[src/hw/rtl/fwtps_pkg.sv]
// Shared constants and types for the four-wheel tooth-period tachometer.
// No dependencies; every other file refers to this package by scoped names.
package fwtps_pkg;

    // Wheels with edge tracking; at most SPEED_FIELDS of them are served
    localparam int WHEEL_COUNT  = 4;
    localparam int SPEED_FIELDS = 4;
    localparam int SERVED       = (WHEEL_COUNT < SPEED_FIELDS) ? WHEEL_COUNT : SPEED_FIELDS;

    localparam int DATA_W  = 32;
    localparam int LEVEL_W = 4;

    // Quotient bits retired per divider cycle
    localparam int RADIX_BITS = 4;
    localparam int DIV_CYCLES = DATA_W / RADIX_BITS;
    localparam int STEP_W     = $clog2(DIV_CYCLES);
    localparam int WHEEL_W    = $clog2(SPEED_FIELDS);

    // Queue between the edge tracker and the divider
    localparam int FIFO_DEPTH = 2;
    localparam int FIFO_PTR_W = $clog2(FIFO_DEPTH);
    localparam int FIFO_CNT_W = $clog2(FIFO_DEPTH + 1);

    typedef logic [DATA_W-1:0]  word_t;
    typedef logic [LEVEL_W-1:0] levels_t;

    // One classified tick: levels and the tooth periods after this tick's edges
    typedef struct packed {
        levels_t                   levels;
        word_t [SPEED_FIELDS-1:0]  period;
    } tick_t;

    // Handshake between the queue and either side
    typedef struct packed {
        logic full;
        logic empty;
    } fifo_status_t;

endpackage

[src/hw/rtl/fwtps_front.sv]
// Edge tracker: accepts sample ticks, detects rising edges, keeps edge times and periods.
// Depends on fwtps_pkg; pushes one tick_t per accepted sample into the queue.
module fwtps_front
(
    input  logic                   clk,
    input  logic                   rst_n,
    input  logic                   sample_valid,
    output logic                   sample_stall,
    input  fwtps_pkg::levels_t     wheel_levels,
    input  fwtps_pkg::word_t       sample_time,
    input  fwtps_pkg::fifo_status_t status,
    output logic                   push,
    output fwtps_pkg::tick_t       push_data
);

    logic             prev_level_reg  [fwtps_pkg::SERVED];
    fwtps_pkg::word_t last_edge_reg   [fwtps_pkg::SERVED];
    fwtps_pkg::word_t period_reg      [fwtps_pkg::SERVED];
    logic             prev_level_next [fwtps_pkg::SERVED];
    fwtps_pkg::word_t last_edge_next  [fwtps_pkg::SERVED];
    fwtps_pkg::word_t period_next     [fwtps_pkg::SERVED];
    logic             accept;

    assign sample_stall = status.full;
    assign accept       = sample_valid && !status.full;
    assign push         = accept;

    always_comb
    begin
        push_data.levels = wheel_levels;
        for (int k = 0; k < fwtps_pkg::SPEED_FIELDS; k++)
        begin
            push_data.period[k] = '0;
        end
        for (int w = 0; w < fwtps_pkg::SERVED; w++)
        begin
            prev_level_next[w] = wheel_levels[w];
            last_edge_next[w]  = last_edge_reg[w];
            period_next[w]     = period_reg[w];
            // rising edge: measure from the last edge, wrapping modulo 2^32
            if (!prev_level_reg[w] && wheel_levels[w])
            begin
                period_next[w]    = sample_time - last_edge_reg[w];
                last_edge_next[w] = sample_time;
            end
            push_data.period[w] = period_next[w];
        end
    end

    always_ff @(posedge clk or negedge rst_n)
    begin
        if (!rst_n)
        begin
            for (int w = 0; w < fwtps_pkg::SERVED; w++)
            begin
                prev_level_reg[w] <= 1'b0;
                last_edge_reg[w]  <= '0;
                period_reg[w]     <= '0;
            end
        end
        else if (accept)
        begin
            for (int w = 0; w < fwtps_pkg::SERVED; w++)
            begin
                prev_level_reg[w] <= prev_level_next[w];
                last_edge_reg[w]  <= last_edge_next[w];
                period_reg[w]     <= period_next[w];
            end
        end
    end

endmodule

[src/hw/rtl/fwtps_fifo.sv]
// Short queue of classified ticks between the edge tracker and the divider.
// Depends on fwtps_pkg for the entry type and depth.
module fwtps_fifo
(
    input  logic                    clk,
    input  logic                    rst_n,
    input  logic                    push,
    input  fwtps_pkg::tick_t        push_data,
    input  logic                    pop,
    output fwtps_pkg::tick_t        pop_data,
    output fwtps_pkg::fifo_status_t status
);

    fwtps_pkg::tick_t                    mem [fwtps_pkg::FIFO_DEPTH];
    logic [fwtps_pkg::FIFO_PTR_W-1:0]    wr_ptr_reg;
    logic [fwtps_pkg::FIFO_PTR_W-1:0]    rd_ptr_reg;
    logic [fwtps_pkg::FIFO_CNT_W-1:0]    count_reg;
    logic                                do_push;
    logic                                do_pop;

    assign status.full  = (count_reg == fwtps_pkg::FIFO_CNT_W'(fwtps_pkg::FIFO_DEPTH));
    assign status.empty = (count_reg == '0);
    assign do_push      = push && !status.full;
    assign do_pop       = pop && !status.empty;
    assign pop_data     = mem[rd_ptr_reg];

    always_ff @(posedge clk)
    begin
        if (do_push)
        begin
            mem[wr_ptr_reg] <= push_data;
        end
    end

    always_ff @(posedge clk or negedge rst_n)
    begin
        if (!rst_n)
        begin
            wr_ptr_reg <= '0;
            rd_ptr_reg <= '0;
            count_reg  <= '0;
        end
        else
        begin
            if (do_push)
            begin
                wr_ptr_reg <= (wr_ptr_reg == fwtps_pkg::FIFO_PTR_W'(fwtps_pkg::FIFO_DEPTH - 1))
                              ? '0 : wr_ptr_reg + 1'b1;
            end
            if (do_pop)
            begin
                rd_ptr_reg <= (rd_ptr_reg == fwtps_pkg::FIFO_PTR_W'(fwtps_pkg::FIFO_DEPTH - 1))
                              ? '0 : rd_ptr_reg + 1'b1;
            end
            if (do_push && !do_pop)
            begin
                count_reg <= count_reg + 1'b1;
            end
            else if (do_pop && !do_push)
            begin
                count_reg <= count_reg - 1'b1;
            end
        end
    end

endmodule

[src/hw/rtl/fwtps_back.sv]
// Shared divider: works through the four wheels of one tick, RADIX_BITS quotient bits a cycle.
// Depends on fwtps_pkg; pops ticks from the queue and holds the finished result for output.
module fwtps_back
(
    input  logic                        clk,
    input  logic                        rst_n,
    input  fwtps_pkg::word_t            distance,
    input  fwtps_pkg::fifo_status_t     status,
    input  fwtps_pkg::tick_t            pop_data,
    output logic                        pop,
    output logic                        speed_valid,
    input  logic                        speed_stall,
    output fwtps_pkg::levels_t          levels_out,
    output fwtps_pkg::word_t            speed_out [fwtps_pkg::SPEED_FIELDS]
);

    typedef enum logic [1:0] {
        ST_IDLE,
        ST_DIVIDE,
        ST_PUBLISH
    } state_t;

    state_t                              state_reg;
    logic [fwtps_pkg::STEP_W-1:0]        step_reg;
    logic [fwtps_pkg::WHEEL_W-1:0]       wheel_reg;
    fwtps_pkg::levels_t                  levels_reg;
    fwtps_pkg::word_t                    period_reg [fwtps_pkg::SPEED_FIELDS];
    fwtps_pkg::word_t                    speed_reg  [fwtps_pkg::SPEED_FIELDS];
    fwtps_pkg::word_t                    rem_reg;
    fwtps_pkg::word_t                    quo_reg;
    logic                                out_valid_reg;
    fwtps_pkg::levels_t                  levels_out_reg;
    fwtps_pkg::word_t                    speed_out_reg [fwtps_pkg::SPEED_FIELDS];

    fwtps_pkg::word_t                    divisor;
    fwtps_pkg::word_t                    rem_next;
    fwtps_pkg::word_t                    quo_next;
    logic [fwtps_pkg::DATA_W:0]          trial;
    logic                                wheel_done;
    fwtps_pkg::word_t                    wheel_result;
    logic                                out_free;

    assign divisor  = period_reg[0];
    assign out_free = !out_valid_reg || !speed_stall;
    assign pop      = (state_reg == ST_IDLE) && !status.empty;

    // restoring division, RADIX_BITS dependent steps per cycle
    always_comb
    begin
        rem_next = rem_reg;
        quo_next = quo_reg;
        trial    = '0;
        for (int i = 0; i < fwtps_pkg::RADIX_BITS; i++)
        begin
            trial    = {rem_next, quo_next[fwtps_pkg::DATA_W-1]};
            quo_next = {quo_next[fwtps_pkg::DATA_W-2:0], 1'b0};
            if (trial >= {1'b0, divisor})
            begin
                trial       = trial - {1'b0, divisor};
                quo_next[0] = 1'b1;
            end
            rem_next = trial[fwtps_pkg::DATA_W-1:0];
        end
    end

    // a zero period finishes at once with speed zero
    assign wheel_done   = (divisor == '0) ||
                          (step_reg == fwtps_pkg::STEP_W'(fwtps_pkg::DIV_CYCLES - 1));
    assign wheel_result = (divisor == '0) ? '0 : quo_next;

    always_ff @(posedge clk or negedge rst_n)
    begin
        if (!rst_n)
        begin
            state_reg      <= ST_IDLE;
            step_reg       <= '0;
            wheel_reg      <= '0;
            out_valid_reg  <= 1'b0;
            levels_reg     <= '0;
            rem_reg        <= '0;
            quo_reg        <= '0;
            levels_out_reg <= '0;
            for (int k = 0; k < fwtps_pkg::SPEED_FIELDS; k++)
            begin
                period_reg[k]    <= '0;
                speed_reg[k]     <= '0;
                speed_out_reg[k] <= '0;
            end
        end
        else
        begin
            if (out_valid_reg && !speed_stall)
            begin
                out_valid_reg <= 1'b0;
            end
            case (state_reg)
                ST_IDLE:
                begin
                    if (!status.empty)
                    begin
                        levels_reg <= pop_data.levels;
                        for (int k = 0; k < fwtps_pkg::SPEED_FIELDS; k++)
                        begin
                            period_reg[k] <= pop_data.period[k];
                        end
                        rem_reg   <= '0;
                        quo_reg   <= distance;
                        step_reg  <= '0;
                        wheel_reg <= '0;
                        state_reg <= ST_DIVIDE;
                    end
                end
                ST_DIVIDE:
                begin
                    if (wheel_done)
                    begin
                        // advance to the next wheel: shift periods down, results in at the top
                        for (int k = 0; k < fwtps_pkg::SPEED_FIELDS - 1; k++)
                        begin
                            period_reg[k] <= period_reg[k+1];
                            speed_reg[k]  <= speed_reg[k+1];
                        end
                        period_reg[fwtps_pkg::SPEED_FIELDS-1] <= '0;
                        speed_reg[fwtps_pkg::SPEED_FIELDS-1]  <= wheel_result;
                        rem_reg  <= '0;
                        quo_reg  <= distance;
                        step_reg <= '0;
                        if (wheel_reg == fwtps_pkg::WHEEL_W'(fwtps_pkg::SPEED_FIELDS - 1))
                        begin
                            state_reg <= ST_PUBLISH;
                        end
                        else
                        begin
                            wheel_reg <= wheel_reg + 1'b1;
                        end
                    end
                    else
                    begin
                        rem_reg  <= rem_next;
                        quo_reg  <= quo_next;
                        step_reg <= step_reg + 1'b1;
                    end
                end
                ST_PUBLISH:
                begin
                    if (out_free)
                    begin
                        out_valid_reg  <= 1'b1;
                        levels_out_reg <= levels_reg;
                        for (int k = 0; k < fwtps_pkg::SPEED_FIELDS; k++)
                        begin
                            speed_out_reg[k] <= speed_reg[k];
                        end
                        state_reg <= ST_IDLE;
                    end
                end
                default:
                begin
                    state_reg <= ST_IDLE;
                end
            endcase
        end
    end

    assign speed_valid = out_valid_reg;
    assign levels_out  = levels_out_reg;
    assign speed_out   = speed_out_reg;

endmodule

[src/hw/rtl/four_wheel_tooth_period_speed.sv]
// Top level of the four-wheel tooth-period tachometer.
// Depends on fwtps_pkg, fwtps_front, fwtps_fifo and fwtps_back.
//
// Usage:
//   Sample channel (sample_valid / sample_stall): one request per timer tick,
//   carrying the four tooth-sensor levels and a 32-bit timestamp. A wheel
//   whose level rises gets a new tooth period, the timestamp minus its last
//   edge time (wrapping), and the timestamp becomes its new edge time.
//   Speed channel (speed_valid / speed_stall): one request per sample, the
//   sampled levels and per wheel floor(distance_per_tooth / period), zero
//   while a period is zero.
//   Configuration channel (cfg_valid / cfg_ready): writes distance_per_tooth,
//   unsigned Q16.16. cfg_ready is always high; write only while idle.
// Flow:
//   Edge tracking finishes in the accept cycle and the tick enters a
//   two-entry queue. One shared divider retires four quotient bits a cycle
//   for each wheel with a non-zero period and finishes a wheel with a zero
//   period at once. Each tick is loaded from the queue, divided wheel by
//   wheel and then published as one result.
// Reset clears edge state, periods, the register and the queue.
// While speed_stall is high the held result stays; the divider finishes the
// next tick and waits, and the queue keeps taking samples until it is full.
module four_wheel_tooth_period_speed
(
    input  logic                    clk,
    input  logic                    rst_n,
    input  logic                    cfg_valid,
    output logic                    cfg_ready,
    input  fwtps_pkg::word_t        distance_per_tooth,
    input  logic                    sample_valid,
    output logic                    sample_stall,
    input  fwtps_pkg::levels_t      wheel_levels,
    input  fwtps_pkg::word_t        sample_time,
    output logic                    speed_valid,
    input  logic                    speed_stall,
    output fwtps_pkg::levels_t      levels_out,
    output fwtps_pkg::word_t        speed_front_right,
    output fwtps_pkg::word_t        speed_front_left,
    output fwtps_pkg::word_t        speed_back_right,
    output fwtps_pkg::word_t        speed_back_left
);

    fwtps_pkg::word_t           distance_reg;
    fwtps_pkg::fifo_status_t    status;
    logic                       push;
    fwtps_pkg::tick_t           push_data;
    logic                       pop;
    fwtps_pkg::tick_t           pop_data;
    fwtps_pkg::word_t           speed_out [fwtps_pkg::SPEED_FIELDS];

    // configuration register, always ready
    assign cfg_ready = 1'b1;

    always_ff @(posedge clk or negedge rst_n)
    begin
        if (!rst_n)
        begin
            distance_reg <= '0;
        end
        else if (cfg_valid && cfg_ready)
        begin
            distance_reg <= distance_per_tooth;
        end
    end

    fwtps_front u_front
    (
        .clk          (clk),
        .rst_n        (rst_n),
        .sample_valid (sample_valid),
        .sample_stall (sample_stall),
        .wheel_levels (wheel_levels),
        .sample_time  (sample_time),
        .status       (status),
        .push         (push),
        .push_data    (push_data)
    );

    fwtps_fifo u_fifo
    (
        .clk       (clk),
        .rst_n     (rst_n),
        .push      (push),
        .push_data (push_data),
        .pop       (pop),
        .pop_data  (pop_data),
        .status    (status)
    );

    fwtps_back u_back
    (
        .clk         (clk),
        .rst_n       (rst_n),
        .distance    (distance_reg),
        .status      (status),
        .pop_data    (pop_data),
        .pop         (pop),
        .speed_valid (speed_valid),
        .speed_stall (speed_stall),
        .levels_out  (levels_out),
        .speed_out   (speed_out)
    );

    // wheel order: front right, front left, back right, back left
    assign speed_front_right = speed_out[0];
    assign speed_front_left  = speed_out[1];
    assign speed_back_right  = speed_out[2];
    assign speed_back_left   = speed_out[3];

endmodule

[config.mk]
export PLATFORM = sky130hd
export DESIGN_NAME = four_wheel_tooth_period_speed
export DESIGN_NICKNAME = d
export VERILOG_FILES = /design/src/hw/rtl/fwtps_pkg.sv /design/src/hw/rtl/fwtps_front.sv /design/src/hw/rtl/fwtps_fifo.sv /design/src/hw/rtl/fwtps_back.sv /design/src/hw/rtl/four_wheel_tooth_period_speed.sv
export SDC_FILE = /design/constraint.sdc
export NUM_CORES = 2
export LEC_CHECK = 0
export BUFFER_PORTS_ARGS = -buffer_cell sky130_fd_sc_hd__buf_4
export CAP_MARGIN = 20
export CORE_ASPECT_RATIO = 1.1
export CORE_MARGIN = 1
export CORE_UTILIZATION = 30
export DETAILED_ROUTE_END_ITERATION = 8
export GPL_ROUTABILITY_DRIVEN = 0
export GPL_TIMING_DRIVEN = 1
export MAX_ROUTING_LAYER = met4
export PLACE_DENSITY_LB_ADDON = 0.2
export SKIP_LAST_GASP = 1
export SYNTH_ARGS = -nofsm -noshare
export SYNTH_HDL_FRONTEND = slang
export SYNTH_SLANG_ARGS = --single-unit
export TNS_END_PERCENT = 30
[constraint.sdc]
create_clock -name clk -period 14.6 [get_ports clk]
set_input_delay 3.65 -clock clk [delete_from_list [all_inputs] [get_ports clk]]
set_output_delay 3.65 -clock clk [all_outputs]
set_load 0.02 [all_outputs]
==> flow_metrics.tcl <==
set metrics [dict create \
    status "finished clean" \
    seq_area_sq_um 26900 \
    crit_top_cell "ha_1" \
    drv_slew 0 \
    cts_buffers 115 \
    worst_slew_pin_slew_ps 1200 \
    initial_utilization_pct 30.3 \
    crit_path_end_kind "register" \
    grt_max_degree 145 \
    met3_length_microns 6150 \
    fp.coreArea_sq_um 180000 \
    crit_path_max_incr_delay_ps 780 \
    max-slew-margin-rel_pct 18.7 \
    grt_use_total_pct 17.8 \
    wl_per_cell_microns 20.0 \
    startpoint_type "register" \
    grt.overflow.total 0 \
    multiInputGateArea_sq_um 25800 \
    hold_viol 0 \
    clkLatencyLatePin_ps 780 \
    highest_layer "met4" \
    async_flop_share_pct 74.2 \
    required_ps 15250 \
    met1Wirelength_microns 72700 \
    die-area_sq_um 184000 \
    path_clk_slew_ps 60 \
    htree_levels 3 \
    wl_met2_microns 77600 \
    post-cts-setup-buffers 0 \
    grt_pass1_wl_microns 246000 \
    final_util_pct 34.8 \
    setup_slack_ps 1010 \
    pin_count 208 \
    ys_seq_elements 1024 \
    crit_slowest_cell "a211oi_1" \
    clockRootBuffer "clkbuf_16" \
    syn-instance-count 5451 \
    period_needed_ps 13590 \
    clock-sinks 1024 \
    fillers 18300 \
    die_w_microns 409 \
    drt-initial-drc-count 2518 \
    largest_reg_flops 264 \
    place_ws_ps 871 \
    rsz0062_at_grt "false" \
    drive_above_1_share_pct 14.5 \
    min_path_type "register to register" \
    synth_cell_type_count 90 \
    synth_ff_type "dfrtp_1" \
    max_freq_ghz 0.0736 \
    final.setup.tns_ps 0 \
    num_rows 163 \
    cts_tree "built" \
    io_buffers 206 \
    synth_seq_area_share_pct 49.3 \
    setup_viol 0 \
    synthesis.area_sq_um 54600 \
    fin_worst_skew_ps 35.2 \
    dp.cells 7838 \
    syn_to_final_growth_pct 14.6 \
    num_vias 40000 \
    synth.net_count 5788 \
    firstDrtPassIters 5 \
    arrival_ps 14230 \
    holdBufCountCts 0 \
    synth_edf_count 264 \
    via_per_inst 4.96 \
    antenna_found_initial 12 \
    max_cap_violations 0 \
    critical_path.max_fanout 34 \
    fin_cells 8063 \
    nets 5902 \
    drcViolationCount 0 \
    dieHeight_microns 450 \
    grt_pass1_vias 39900 \
    cts_max_path_buffers 3 \
    avgSynthCellArea_sq_um 10.0 \
    routed_wl_microns 162000 \
    crit_type "register to register" \
    ys_warn_count 0 \
    ant_nets 0 \
    dp_hpwl_microns 115000 \
    regMostFlops "u_fifo.mem" \
    period_share_pct 93.0 \
]
[layout make-up]
class	instances	share of cell area, %
Clock buffer	160	5.12
Sequential cell	1024	43.0
Tap cell	2392	4.78
Multi-Input combinational cell	3884	41.1
Inverter	281	1.68
Clock inverter	57	1.05
Timing Repair Buffer	259	3.18
Antenna cell	6	0.0240
[kinds of logic after synthesis]
| family | count (synthesis) | synth area share (%) |
|---|---|---|
| AO/OA/AOI/OAI | 1365 | 15.5 |
| XOR/XNOR | 193 | 3.09 |
| adder cells (fa/ha/maj) | 264 | 6.15 |
| buffers and inverters | 544 | 3.82 |
| flip-flops | 1024 | 49.3 |
| multiplexers | 493 | 9.72 |
| other | 1 | 0.00686 |
| AND/OR/NAND/NOR | 1567 | 12.4 |
[synthesized netlist by cell type, types with 6 or more instances]
cell      count  share of area (%)
nor3b_1       7              0.096
buf_1        37               0.25
a22o_1        8               0.13
a311oi_1      6              0.096
fa_1          8               0.29
or4_1         8               0.11
a21o_1       94                1.3
o21a_1       52               0.71
inv_1       280                1.9
nor2b_1      34               0.39
nand2b_1     62               0.71
o21ai_0     567                5.2
o21bai_1     23               0.32
a21boi_0      9               0.12
nor2_1      235                1.6
a31o_2        8               0.13
o31ai_1      50               0.69
nand3_1      96               0.88
or3_1        18               0.21
nor3_1       54               0.49
and2_1       13               0.15
nand2_1     932                6.4
nor4_1       11               0.13
xor2_1       87                1.4
a31oi_1      25               0.29
or2_2        18               0.21
xnor2_1     106                1.7
o211ai_1     66               0.91
buf_2        12               0.11
edfxtp_1    264                 15
dfrtp_1     760                 35
nand4_1      29               0.33
ha_1        256                5.9
mux2_2      294                6.1
a21oi_1     276                2.5
a32oi_1      31               0.50
o31ai_2      29               0.66
and3_1       28               0.32
clkbuf_1    208                1.4
a211oi_1     32               0.44
a211o_1      10               0.16
mux2i_1     197                3.6
[worst max-delay path, delay by kind of cell, from the launching register on]
family	cells	cell delay, ps
flip-flops	1	500
AO/OA/AOI/OAI	21	6150
buffers and inverters	6	1730
AND/OR/NAND/NOR	10	2620
multiplexers	2	810
adder cells (fa/ha/maj)	4	1600
[metal layers]
layer / vias up / track usage (%)
li1: 19500 / -
met1: 19500 / 22.4
met2: 749 / 29.2
met3: 234 / 2.52
met4: 0 / 6.04
met5: - / -
[final timing paths]
path / depth (start not counted) / end / slack [ps] / startpoint
min reg2reg: 2 / u_back.speed_reg[115] / 470 / u_back.speed_reg[115]
max reg2reg: 43 / u_back.rem_reg[2] / 1010 / u_back.divisor[1]
max: 43 / u_back.rem_reg[2] / 1010 / u_back.divisor[1]
min in group asynchronous: 1 / u_back.speed_reg[122] / 2800 / rst_n
max in group asynchronous: 4 / u_front.period_reg[50] / 9010 / rst_n
min: 2 / u_back.speed_reg[115] / 470 / u_back.speed_reg[115]
[cells in the final DEF (no fill, tap or decap), types with 27 or more instances in the layout]
cell / Yosys / final
o21ai_0: 567 / 566
xor2_1: 87 / 87
nor2_1: 235 / 232
ha_1: 256 / 256
mux2i_1: 197 / 197
buf_4: 2 / 254
mux2_2: 294 / 294
o31ai_2: 29 / 30
inv_1: 280 / 280
xnor2_1: 106 / 106
o211ai_1: 66 / 66
a32oi_1: 31 / 31
nor2b_1: 34 / 33
a21oi_1: 276 / 276
nor3_1: 54 / 54
nand4_1: 29 / 29
and3_1: 28 / 27
nand2b_1: 62 / 52
clkbuf_1: 208 / 29
a21o_1: 94 / 94
nand3_1: 96 / 96
edfxtp_1: 264 / 264
o31ai_1: 50 / 49
a211oi_1: 32 / 32
o21a_1: 52 / 52
nand2_1: 932 / 929
dfrtp_1: 760 / 759
clkbuf_16: 0 / 115
[repair_timing]
action,in CTS,in global routing
setup endpoints to repair,0,34
gates resized for setup,0,1
endpoints found under the hold margin,0,0
[stage by stage]
stage	hold slack [ps]	cell area, sq um
6_report	470	62600
5_1_grt	495	62600
4_1_cts	475	62600
3_5_place_dp	459	58700
3_3_place_gp	449	58700
2_1_floorplan	437	54600
Power is not shown: default switching activity piles up to over one toggle a cycle in this logic, so the estimate is an artifact.
